$ cat src/rtl/core/arpc_pkg.sv
`timescale 1ns / 1ps

package arpc_pkg;

  localparam int CACHE_ENTRIES = 16;
  localparam int IDX_W = (CACHE_ENTRIES > 1) ? $clog2(CACHE_ENTRIES) : 1;

  localparam int QUEUE_DEPTH = 2;
  localparam int QPTR_W = (QUEUE_DEPTH > 1) ? $clog2(QUEUE_DEPTH) : 1;
  localparam int QCNT_W = $clog2(QUEUE_DEPTH + 1);

  localparam int IP_W = 32;
  localparam int MAC_W = 48;
  localparam int IN_DATA_W = 128;
  localparam int OUT_DATA_W = 312;

  localparam logic [MAC_W-1:0] BCAST_MAC = 48'hFFFF_FFFF_FFFF;
  localparam logic [MAC_W-1:0] OWN_MAC_RESET = 48'h00AA_BBCC_DD04;

  // input command selector
  localparam logic CMD_PACKET = 1'b0;
  localparam logic CMD_RESOLVE = 1'b1;

  localparam logic [15:0] ARP_OP_REQUEST = 16'd1;

  localparam logic [1:0] OP_NONE = 2'd0;
  localparam logic [1:0] OP_REQUEST = 2'd1;
  localparam logic [1:0] OP_REPLY = 2'd2;

  localparam logic [1:0] ACT_HIT = 2'd0;
  localparam logic [1:0] ACT_REPLY = 2'd1;
  localparam logic [1:0] ACT_REQUEST = 2'd2;

  localparam logic CFG_OWN_IP = 1'b0;
  localparam logic CFG_OWN_MAC = 1'b1;

  // classified item passed from front to back
  typedef struct packed {
    logic             resolve;
    logic             reply;
    logic [IP_W-1:0]  key_ip;
    logic [MAC_W-1:0] mac;
  } q_item_t;

  typedef struct packed {
    logic [IP_W-1:0]  arp_tpa;
    logic [MAC_W-1:0] arp_tha;
    logic [IP_W-1:0]  arp_spa;
    logic [MAC_W-1:0] arp_sha;
    logic [1:0]       arp_opcode;
    logic [MAC_W-1:0] frame_src_mac;
    logic [MAC_W-1:0] frame_dst_mac;
    logic [MAC_W-1:0] resolved_mac;
    logic [1:0]       action;
  } result_t;

endpackage

$ cat src/rtl/core/arpc_front.sv
`timescale 1ns / 1ps

module arpc_front (
  input  logic                             s_tvalid,
  output logic                             s_tready,
  input  logic [arpc_pkg::IN_DATA_W-1:0]   s_tdata,
  input  logic                             s_tuser,
  input  logic [arpc_pkg::IP_W-1:0]        own_ip,
  input  logic                             q_full,
  output logic                             q_push,
  output arpc_pkg::q_item_t                q_item
);
  import arpc_pkg::*;

  logic [15:0]      opcode;
  logic [IP_W-1:0]  pkt_spa;
  logic [MAC_W-1:0] pkt_sha;
  logic [IP_W-1:0]  pkt_tpa;

  assign opcode  = s_tdata[15:0];
  assign pkt_spa = s_tdata[47:16];
  assign pkt_sha = s_tdata[95:48];
  assign pkt_tpa = s_tdata[127:96];

  assign s_tready = !q_full;
  assign q_push   = s_tvalid && !q_full;

  // packets key the cache on the sender, resolves on the target
  always_comb begin
    q_item.resolve = (s_tuser == CMD_RESOLVE);
    q_item.reply   = (s_tuser == CMD_PACKET) && (pkt_tpa == own_ip)
                     && (opcode == ARP_OP_REQUEST);
    q_item.key_ip  = (s_tuser == CMD_RESOLVE) ? pkt_tpa : pkt_spa;
    q_item.mac     = pkt_sha;
  end

endmodule

$ cat src/rtl/core/arpc_queue.sv
`timescale 1ns / 1ps

module arpc_queue (
  input  logic              clk,
  input  logic              rst,
  input  logic              push,
  input  arpc_pkg::q_item_t push_item,
  output logic              full,
  input  logic              pop,
  output arpc_pkg::q_item_t pop_item,
  output logic              not_empty
);
  import arpc_pkg::*;

  q_item_t           slots [QUEUE_DEPTH];
  logic [QPTR_W-1:0] wr_ptr;
  logic [QPTR_W-1:0] rd_ptr;
  logic [QCNT_W-1:0] count;
  logic              do_push;
  logic              do_pop;

  localparam logic [QPTR_W-1:0] LAST_PTR = QPTR_W'(QUEUE_DEPTH - 1);

  assign full      = (count == QCNT_W'(QUEUE_DEPTH));
  assign not_empty = (count != '0);
  assign do_push   = push && !full;
  assign do_pop    = pop && not_empty;
  assign pop_item  = slots[rd_ptr];

  always_ff @(posedge clk) begin
    if (do_push) begin
      slots[wr_ptr] <= push_item;
    end
  end

  always_ff @(posedge clk) begin
    if (rst) begin
      wr_ptr <= '0;
      rd_ptr <= '0;
      count  <= '0;
    end else begin
      if (do_push) begin
        wr_ptr <= (wr_ptr == LAST_PTR) ? '0 : wr_ptr + 1'b1;
      end
      if (do_pop) begin
        rd_ptr <= (rd_ptr == LAST_PTR) ? '0 : rd_ptr + 1'b1;
      end
      if (do_push && !do_pop) begin
        count <= count + 1'b1;
      end else if (do_pop && !do_push) begin
        count <= count - 1'b1;
      end
    end
  end

endmodule

$ cat src/rtl/core/arpc_back.sv
`timescale 1ns / 1ps

module arpc_back (
  input  logic                        clk,
  input  logic                        rst,
  input  logic                        q_valid,
  output logic                        q_pop,
  input  arpc_pkg::q_item_t           q_item,
  input  logic [arpc_pkg::IP_W-1:0]   own_ip,
  input  logic [arpc_pkg::MAC_W-1:0]  own_mac,
  output logic                        out_valid,
  input  logic                        out_ready,
  output arpc_pkg::result_t           out_res
);
  import arpc_pkg::*;

  typedef enum logic [2:0] {
    S_IDLE = 3'b001,
    S_SCAN = 3'b010,
    S_DONE = 3'b100
  } state_t;

  localparam logic [IDX_W-1:0] LAST_IDX = IDX_W'(CACHE_ENTRIES - 1);

  logic [IP_W-1:0]  entry_ip  [CACHE_ENTRIES];
  logic [MAC_W-1:0] entry_mac [CACHE_ENTRIES];
  logic [CACHE_ENTRIES-1:0] entry_valid;

  state_t           state;
  q_item_t          cur;
  logic [IDX_W-1:0] idx;
  logic             found;
  logic [MAC_W-1:0] hit_mac;
  logic             free_found;
  logic [IDX_W-1:0] free_idx;

  logic             key_nz;
  logic             match;
  logic             need_res;
  logic             finish;
  logic             learn;
  result_t          res_next;

  assign key_nz   = (cur.key_ip != '0);
  assign match    = entry_valid[idx] && (entry_ip[idx] == cur.key_ip) && key_nz;
  assign need_res = cur.resolve || cur.reply;
  assign finish   = (state == S_DONE) && (!need_res || !out_valid || out_ready);
  // learn only once, on the cycle the item leaves the back end
  assign learn    = finish && !cur.resolve && key_nz && !found && free_found;
  assign q_pop    = (state == S_IDLE);

  always_comb begin
    res_next = '0;
    res_next.frame_src_mac = own_mac;
    if (cur.resolve && found) begin
      res_next.action        = ACT_HIT;
      res_next.resolved_mac  = hit_mac;
      res_next.frame_dst_mac = hit_mac;
    end else if (cur.resolve) begin
      res_next.action        = ACT_REQUEST;
      res_next.frame_dst_mac = BCAST_MAC;
      res_next.arp_opcode    = OP_REQUEST;
      res_next.arp_sha       = own_mac;
      res_next.arp_spa       = own_ip;
      res_next.arp_tpa       = cur.key_ip;
    end else begin
      res_next.action        = ACT_REPLY;
      res_next.frame_dst_mac = cur.mac;
      res_next.arp_opcode    = OP_REPLY;
      res_next.arp_sha       = own_mac;
      res_next.arp_spa       = own_ip;
      res_next.arp_tha       = cur.mac;
      res_next.arp_tpa       = cur.key_ip;
    end
  end

  always_ff @(posedge clk) begin
    if (learn) begin
      entry_ip[free_idx]  <= cur.key_ip;
      entry_mac[free_idx] <= cur.mac;
    end
  end

  always_ff @(posedge clk) begin
    if (rst) begin
      entry_valid <= '0;
    end else if (learn) begin
      entry_valid[free_idx] <= 1'b1;
    end
  end

  always_ff @(posedge clk) begin
    if (rst) begin
      state      <= S_IDLE;
      idx        <= '0;
      found      <= 1'b0;
      free_found <= 1'b0;
      out_valid  <= 1'b0;
    end else begin
      if (finish && need_res) begin
        out_valid <= 1'b1;
      end else if (out_ready) begin
        out_valid <= 1'b0;
      end
      unique case (state)
        S_IDLE: begin
          if (q_valid) begin
            cur        <= q_item;
            idx        <= '0;
            found      <= 1'b0;
            free_found <= 1'b0;
            state      <= S_SCAN;
          end
        end
        S_SCAN: begin
          // keep the first hit and the first empty slot
          if (!found && match) begin
            found   <= 1'b1;
            hit_mac <= entry_mac[idx];
          end
          if (!free_found && !entry_valid[idx]) begin
            free_found <= 1'b1;
            free_idx   <= idx;
          end
          if (idx == LAST_IDX) begin
            state <= S_DONE;
          end else begin
            idx <= idx + 1'b1;
          end
        end
        S_DONE: begin
          if (finish) begin
            if (need_res) begin
              out_res <= res_next;
            end
            state <= S_IDLE;
          end
        end
        default: state <= S_IDLE;
      endcase
    end
  end

endmodule

$ cat src/rtl/core/arp_responder_with_cache.sv
`timescale 1ns / 1ps
// channel  dir  handshake          payload
// s_       in   s_tvalid/s_tready  s_tdata: opcode, spa, sha, tpa
//                                  s_tuser: command
// m_       out  m_tvalid/m_tready  m_tdata: ARP result fields, m_tuser: action
// cfg_     in   cfg_we             cfg_index, cfg_data (own_ip, own_mac)
//
// Each item occupies the cache engine while it is taken from the queue, while
// each cache entry is checked in a sequential scan, and while the engine learns
// and issues the result. A two-deep queue lets input transfers continue while
// the engine scans; a single output register holds the result.
// Synchronous reset clears the cache valid bits; own_mac resets to
// 00:aa:bb:cc:dd:04 and own_ip to zero.

module arp_responder_with_cache (
  input  logic         clk,
  input  logic         rst,
  input  logic         s_tvalid,
  output logic         s_tready,
  // opcode[15:0], spa[47:16], sha[95:48], tpa[127:96]
  input  logic [127:0] s_tdata,
  // command
  input  logic         s_tuser,
  output logic         m_tvalid,
  input  logic         m_tready,
  // resolved_mac, frame_dst_mac, frame_src_mac, arp_opcode, arp_sha,
  // arp_spa, arp_tha, arp_tpa, zero fill [311:306]
  output logic [311:0] m_tdata,
  // action
  output logic [1:0]   m_tuser,
  input  logic         cfg_we,
  input  logic         cfg_index,
  input  logic [47:0]  cfg_data
);
  import arpc_pkg::*;

  logic [IP_W-1:0]  own_ip;
  logic [MAC_W-1:0] own_mac;

  logic    q_full;
  logic    q_push;
  q_item_t q_in;
  logic    q_pop;
  q_item_t q_out;
  logic    q_not_empty;
  result_t res;

  always_ff @(posedge clk) begin
    if (rst) begin
      own_ip  <= '0;
      own_mac <= OWN_MAC_RESET;
    end else if (cfg_we) begin
      unique case (cfg_index)
        CFG_OWN_IP:  own_ip  <= cfg_data[IP_W-1:0];
        CFG_OWN_MAC: own_mac <= cfg_data;
        default: ;
      endcase
    end
  end

  arpc_front u_front (
    .s_tvalid (s_tvalid),
    .s_tready (s_tready),
    .s_tdata  (s_tdata),
    .s_tuser  (s_tuser),
    .own_ip   (own_ip),
    .q_full   (q_full),
    .q_push   (q_push),
    .q_item   (q_in)
  );

  arpc_queue u_queue (
    .clk       (clk),
    .rst       (rst),
    .push      (q_push),
    .push_item (q_in),
    .full      (q_full),
    .pop       (q_pop),
    .pop_item  (q_out),
    .not_empty (q_not_empty)
  );

  arpc_back u_back (
    .clk       (clk),
    .rst       (rst),
    .q_valid   (q_not_empty),
    .q_pop     (q_pop),
    .q_item    (q_out),
    .own_ip    (own_ip),
    .own_mac   (own_mac),
    .out_valid (m_tvalid),
    .out_ready (m_tready),
    .out_res   (res)
  );

  assign m_tuser = res.action;
  assign m_tdata = {6'd0, res.arp_tpa, res.arp_tha, res.arp_spa,
                    res.arp_sha, res.arp_opcode, res.frame_src_mac,
                    res.frame_dst_mac, res.resolved_mac};

  a_action_code: assert property (@(posedge clk) disable iff (rst)
    m_tvalid |-> (res.action == ACT_HIT || res.action == ACT_REPLY
                  || res.action == ACT_REQUEST))
    else $error("undefined action code on output");

  a_hit_no_arp: assert property (@(posedge clk) disable iff (rst)
    (m_tvalid && res.action == ACT_HIT) |->
      (res.arp_opcode == OP_NONE && res.arp_spa == '0
       && res.arp_tpa == '0 && res.frame_dst_mac == res.resolved_mac))
    else $error("cache hit result carries ARP frame fields");

  a_src_own_mac: assert property (@(posedge clk) disable iff (rst)
    m_tvalid |-> (res.frame_src_mac == own_mac))
    else $error("frame source differs from own MAC");

  a_opcode_match: assert property (@(posedge clk) disable iff (rst)
    (m_tvalid && res.action != ACT_HIT) |->
      ((res.action == ACT_REPLY) == (res.arp_opcode == OP_REPLY)))
    else $error("ARP opcode does not match action");

endmodule
$ cat config.mk
export PLATFORM = sky130hd
export DESIGN_NAME = arp_responder_with_cache
export DESIGN_NICKNAME = d
export VERILOG_FILES = /design/src/rtl/core/arpc_pkg.sv /design/src/rtl/core/arpc_front.sv /design/src/rtl/core/arpc_queue.sv /design/src/rtl/core/arpc_back.sv /design/src/rtl/core/arp_responder_with_cache.sv
export SDC_FILE = /design/constraint.sdc
export NUM_CORES = 2
export LEC_CHECK = 0
export BUFFER_PORTS_ARGS = -buffer_cell sky130_fd_sc_hd__clkbuf_2
export CAP_MARGIN = 0
export CORE_MARGIN = 1.5
export CORE_UTILIZATION = 65
export DETAILED_ROUTE_END_ITERATION = 10
export PLACE_DENSITY = 0.85
export SYNTH_ARGS = -nofsm -noshare
export SYNTH_HDL_FRONTEND = slang
export SYNTH_SLANG_ARGS = --single-unit
$ cat constraint.sdc
create_clock -name clk -period 69.3 [get_ports clk]
set_input_delay 3.465 -clock clk [delete_from_list [all_inputs] [get_ports clk]]
set_output_delay 3.465 -clock clk [all_outputs]
set_load 0.005 [all_outputs]
# Yosys cells after proc, flatten, opt, wreduce, memory -nomap -nowiden
# Memories as Yosys holds them, arrays and structs flattened. A register that Yosys moved wholly into a read port is not among the register bits.
# Cells that the tools add are included.
# classes
mul,0
n_addsub,5
n_eq_ne,14
div,0
order_cmp,3
reduce_logical,47
shifts,0
n_mux,33
bitwise_logic,4
# op_table
op,count
48-bit two-way mux,2
32-bit equality test,2
32-bit two-way mux,1
32-bit nonzero test,1
3-bit AND reduction,7
1-bit logical AND,19
"16-bit by 1-bit equality test with 1-bit output, second input constant",1
4-bit two-way mux,4
16-bit bitwise OR,1
1-bit two-way mux,13
"4-bit by 5-bit less-than comparator with 1-bit output, second input constant",2
1-bit zero test,9
3-bit two-way mux,3
3-bit case mux with 3 select lines,1
2-bit two-way mux,4
"2-bit by 1-bit != test with 1-bit output, second input constant",4
4-bit case mux with 2 select lines,1
2-bit nonzero test,4
"4-bit by 1-bit adder with 4-bit output, second input constant",1
1-bit binary-select mux with 4-bit select,1
1-bit demux with 4-bit select,1
"4-bit equality test, second input constant",1
"4-bit by 1-bit greater-or-equal comparator with 1-bit output, second input constant",1
"2-bit != test, second input constant",2
13 further kinds,20
# totals
romBits,0
elab_cells,130
ramBits,1444
memories,3
latchBits,0
regBits,422
# mem_list
name,depth,width,read_ports,rd_clocked_by_memory_dff,wr,line_no,text
u_back.entry_mac,16,48,1,1,1,arpc_back.sv:26,logic [MAC_W-1:0] entry_mac [CACHE_ENTRIES];
u_back.entry_ip,16,32,1,1,1,arpc_back.sv:25,logic [IP_W-1:0] entry_ip [CACHE_ENTRIES];
u_queue.slots,2,82,1,1,1,arpc_queue.sv:15,q_item_t slots [QUEUE_DEPTH];

# Depth between registers and ports, before layout
# logic_depth
depth_word,11
mapped_depth,14

# Modules after synthesis
# A second synthesis with hierarchy kept.
# unflattened
cells_unflattened,3574
area_unflattened_um2,75947.8
# modules_own_cells
module,n_inst,area_per_inst_um2,seq_area_each_um2,cells_per_inst
arpc_back,1,65193.8,52250.1,2832
arpc_queue,1,6133.4,5024.8,280
arp_responder_with_cache,1,3449.6,1601.5,326
arpc_front,1,1171.1,0.0,136

# Worst setup path before layout
# OpenSTA, ideal clock, no wires.
# synth_path
path_kind,input port to flip-flop
startpoint,input port rst
endpoint,"register u_back.out_res[0] (netlist bit), enable pin"
t_arrival_ps,24425
path_slack_ps,43526
setup_ps,1349
path_stages,3
cell_sequence,clkbuf_1 -> clkbuf_1 -> nor3_1
# synth_between
elab_chain_len,2
# synth_lines
item,line_no,text
from (decl),arp_responder_with_cache.sv:17,"input logic rst,"
1-bit inverter (no source line),--,
4-bit AND reduction (no source line),--,
to (signal assigned),arpc_back.sv:134,out_res <= res_next;
to (decl),arpc_back.sv:13,output arpc_pkg::result_t out_res
# Every way passes these cells.
# A chain may end at the register's enable or synchronous reset.

# Worst setup path in the final report
# layout_path
startpoint,input port m_tready
endpoint,"memory u_back.entry_mac[1][13], enable pin"
# layout_between
elab_chain_len,8
# layout_lines
item,line_no,text
from (decl),arp_responder_with_cache.sv:25,"input logic m_tready,"
1-bit logical OR,arpc_back.sv:47,assign finish = (state == S_DONE) && (!need_res || !out_valid || out_ready);
1-bit logical AND,arpc_back.sv:47,
1-bit logical AND (4 in a row),arpc_back.sv:49,assign learn = finish && !cur.resolve && key_nz && !found && free_found;
1-bit two-way mux,arpc_back.sv:78,if (learn) begin
1-bit two-way mux (not written as such),arpc_back.sv:80,entry_mac[free_idx] <= cur.mac;
to (decl),arpc_back.sv:26,
# Every way passes these cells.

==> results.rst <==
.. list-table::
   :header-rows: 1

   * - Metric
     - Value
   * - Commonest cells after routing, fill and taps aside
     - edfxtp_1 (1,884), clkbuf_2 (491), mux4_2 (335), nand2_1 (191), clkbuf_16 (190)
   * - Pwr Density
     - 32.37 mW/mm²
   * - Remaining Overflow, GRT
     - 0
   * - Endpoint type of the worst setup path
     - flop
   * - Total clock sinks
     - 1,998
   * - Final antenna-violating net count
     - 0
   * - Post-route setup slack
     - 63.18 ns
   * - Pre-Repair DR Iteration Count
     - 7
   * - Antenna violations before repair
     - 12
   * - Slew at the pin closest to its max-slew limit
     - 1.352 ns
   * - Total power
     - 2.766 mW
   * - Vertical die dimension
     - 342.8 µm
   * - Clock H-tree levels
     - 4
   * - Layout cells sized above 1
     - 0.3074
   * - Site Rows
     - 124
   * - Area fraction in and, or, nand and nor cells after synthesis
     - 0.04203
   * - Final Net Count
     - 4,388
   * - Final Slew Violations
     - 0
   * - Unrepaired setup endpoints after global routing
     - no
   * - Maximum buffer depth of the clock tree
     - 3
   * - Hold-fix buffers, CTS
     - 0
   * - Share of synthesized registers carrying an async set or reset
     - 0
   * - Synth Instances
     - 3,626
   * - Run status
     - finished, final reports clean
   * - Master cell of the clock root buffer
     - clkbuf_16
   * - Starting DRC count in detailed routing
     - 6,052
   * - WL/cell
     - 33.49 µm
   * - Critical path arrival
     - 6.53 ns
   * - Ports
     - 499
   * - Shortest clock period the worst path allows after layout
     - 6.121 ns
   * - Setup Skew
     - 0.03130 ns
   * - Number of synthesized flops with an enable pin
     - 1,884
   * - Crit-path max cell delay
     - 0.97 ns
   * - Most used DFF post-synth
     - edfxtp_1
   * - Hpwl dp
     - 105.0 mm
   * - Combined area of the multi-input logic cells
     - 0.01538 mm²
   * - Buffers inserted during post-CTS setup optimization
     - 0
   * - Worst slack after detailed placement
     - 62.62 ns
   * - Largest family of logic cells by synthesized area
     - multiplexers
   * - Clock latency reported for the late side of the worst-skew pair
     - 0.81 ns
   * - TritonCTS clock tree
     - yes
   * - Worst Path Buf+Inv
     - 2
   * - Filler instances
     - 5,584
   * - Number of buffers added by the clock tree synthesis step
     - 185
   * - Count of warnings emitted by yosys
     - 0
   * - Fin. Hold Viols
     - 0
   * - Highest attainable clock frequency
     - 163.4 MHz
   * - Cell type group with the largest total delay on the critical path
     - simple AND/OR/NAND/NOR gates
   * - Min-Delay Path Class
     - reg -> reg
   * - Maximum number of pins on one net before global-route repair
     - 188
   * - Cell type of the slowest stage on the worst timing path
     - nor2_4
   * - Starting density of the core
     - 0.6563
   * - Final Wtd Congestion
     - 0.8798
   * - Synthesized-area fraction occupied by ao, oa, aoi and oai cells
     - 0.01696
   * - Sequential cell area
     - 0.05889 mm²
   * - Flops & latches, synth
     - 1,998
   * - Buffers added on ports
     - 492
   * - Crit-path cells
     - clkbuf_2, nor2b_1, nand2_1, nand4_1, nor3_1, nand2b_1, nor2_4, buf_4
   * - Post-synthesis adder-cell area fraction
     - 0.0003335
   * - Worst ir drop on vdd
     - 0.02474 mV
   * - Mean cell area of the mapped netlist
     - 20.70 µm²
   * - Worst rel slew slack
     - 0.09558
   * - Netlist area before placement
     - 0.07505 mm²
   * - Type of the setup path with the least slack
     - in -> reg
   * - Number of vias in the routed layout
     - 40,410
   * - Tcrit/Tclk final
     - 0.08833
   * - Clock-pin slew on the worst setup and hold paths
     - 0.06 ns
   * - Total wire length
     - 197.0 mm
   * - Area delta synth->final
     - 13.86%
   * - Worst Path Required
     - 69.70 ns
   * - Leak pwr
     - 28.03 nW
   * - Total track usage
     - 0.3370
   * - Setup violation total in the final timing report
     - 0
   * - Area of the die
     - 0.1175 mm²
   * - Most common cell after layout, fill and taps aside
     - edfxtp_1
   * - Post-detailed-route DRC marker count
     - 0
   * - CTS-repair resized insts
     - 0
   * - Die Span X
     - 342.8 µm
   * - Peak fanout along the critical path
     - 50
   * - Type of origin of the critical path
     - input port
   * - Max-cap check violation count
     - 0
   * - Summed negative setup slack over all endpoints
     - 0 ns
   * - Synth Area in XOR/XNOR
     - 0.01015
   * - Via count of the first global-routing pass
     - 40,440
   * - Final cell utilization of the core
     - 0.7473
   * - DR vias/cell
     - 6.870
   * - Core Footprint
     - 0.1143 mm²
   * - Mux share of post-synthesis cell area
     - 0.1331
   * - Wire length of the first global-routing pass
     - 281.8 mm
   * - Number of distinct library cells after synthesis
     - 60
   * - Post-synthesis sequential area ratio
     - 0.7843
[power breakdown]
part,switching [mW],total (mW),internal (mW)
registers,0.0690,1.49,1.42
clock network,0.452,1.02,0.573
logic,0.150,0.253,0.103
total,0.671,2.77,2.10
[Yosys cell counts, drive strengths merged (5+ instances only)]
master / count / area, µm²
dfxtp: 114 / 2282
o22a: 48 / 420.4
mux4: 346 / 7834
a22oi: 11 / 82.58
o22ai: 6 / 37.54
o21ai: 11 / 55.05
nand4: 13 / 81.33
edfxtp: 1884 / 56570
a221oi: 13 / 126.4
nor2: 78 / 292.8
mux2: 119 / 1340
nor4: 20 / 125.1
nor3b: 5 / 37.54
nand3b: 23 / 172.7
xor2: 57 / 499.2
nand2b: 14 / 87.58
mux2i: 80 / 813.3
a21oi: 70 / 350.3
nand3: 11 / 55.05
nand2: 192 / 720.7
and3: 51 / 319.1
and2: 116 / 725.7
clkbuf: 120 / 450.4
inv: 7 / 26.28
nor3: 22 / 110.1
xnor2: 30 / 262.8
buf: 73 / 508.0
nor2b: 56 / 350.3
[layout make-up]
class,count,share of cell area
sequential,1998,0.6892
multi-input combinational,1433,0.1800
clock buffer,238,0.05951
timing repair buffer,578,0.03699
tap,1512,0.02214
clock inverter,109,0.01171
inverter,7,0.0003075
antenna,7,0.0002050
[stage by stage]
| step | hold WS, ns | cell area (µm²) | instances |
|---|---|---|---|
| 3_5_place_dp | 0.4337 | 79340 | 5528 |
| 5_1_grt | 0.4550 | 85440 | 5881 |
| 6_report | 0.4537 | 85440 | 5882 |
| 4_1_cts | 0.4467 | 85420 | 5875 |
| 2_1_floorplan | 0.4064 | 75060 | 3631 |
| 3_3_place_gp | 0.4265 | 79340 | 5528 |
[registers in the layout, summed over array words and instances (netlist names), 2 cells and up, named ones only]
| signal | count |
|---|---|
| u_back.entry_valid | 16 |
| u_queue.count | 2 |
| u_queue.slots | 164 |
| u_back.cur | 82 |
| u_back.free_idx | 4 |
| own_mac | 48 |
| u_back.entry_mac | 768 |
| u_back.state | 3 |
| own_ip | 32 |
| u_back.idx | 4 |
| u_back.entry_ip | 512 |
| u_back.hit_mac | 48 |
| u_back.out_res | 306 |
[cell families (layout without fill, tap and decap cells)]
group / count (synthesis) / after routing
flops: 1998 / 1998
simple gates: 610 / 610
mux: 545 / 545
buf+inv: 200 / 932
compound gates: 183 / 183
xor+xnor: 87 / 87
fa+ha+maj: 2 / 2
other cells: 1 / 13
[metal layers]
layer | wire [µm] | global-route usage
met2 | 96310 | 0.5410
met4 | 10290 | 0.1570
met5 | 39 | 0
met3 | 24550 | 0.08738
met1 | 65810 | 0.4383
[worst paths after layout]
kind	from	endpoint	slack, ns	cells after the start
setup reg to reg	flop	u_back.hit_mac[9]	63.80	10
hold / removal	own_mac[5]	u_back.out_res[103]	0.45	0
hold reg to reg	own_mac[5]	u_back.out_res[103]	0.45	0
setup / recovery	m_tready	u_back.entry_mac[1][13]	63.18	8
Power figures use the tool's default switching activity.
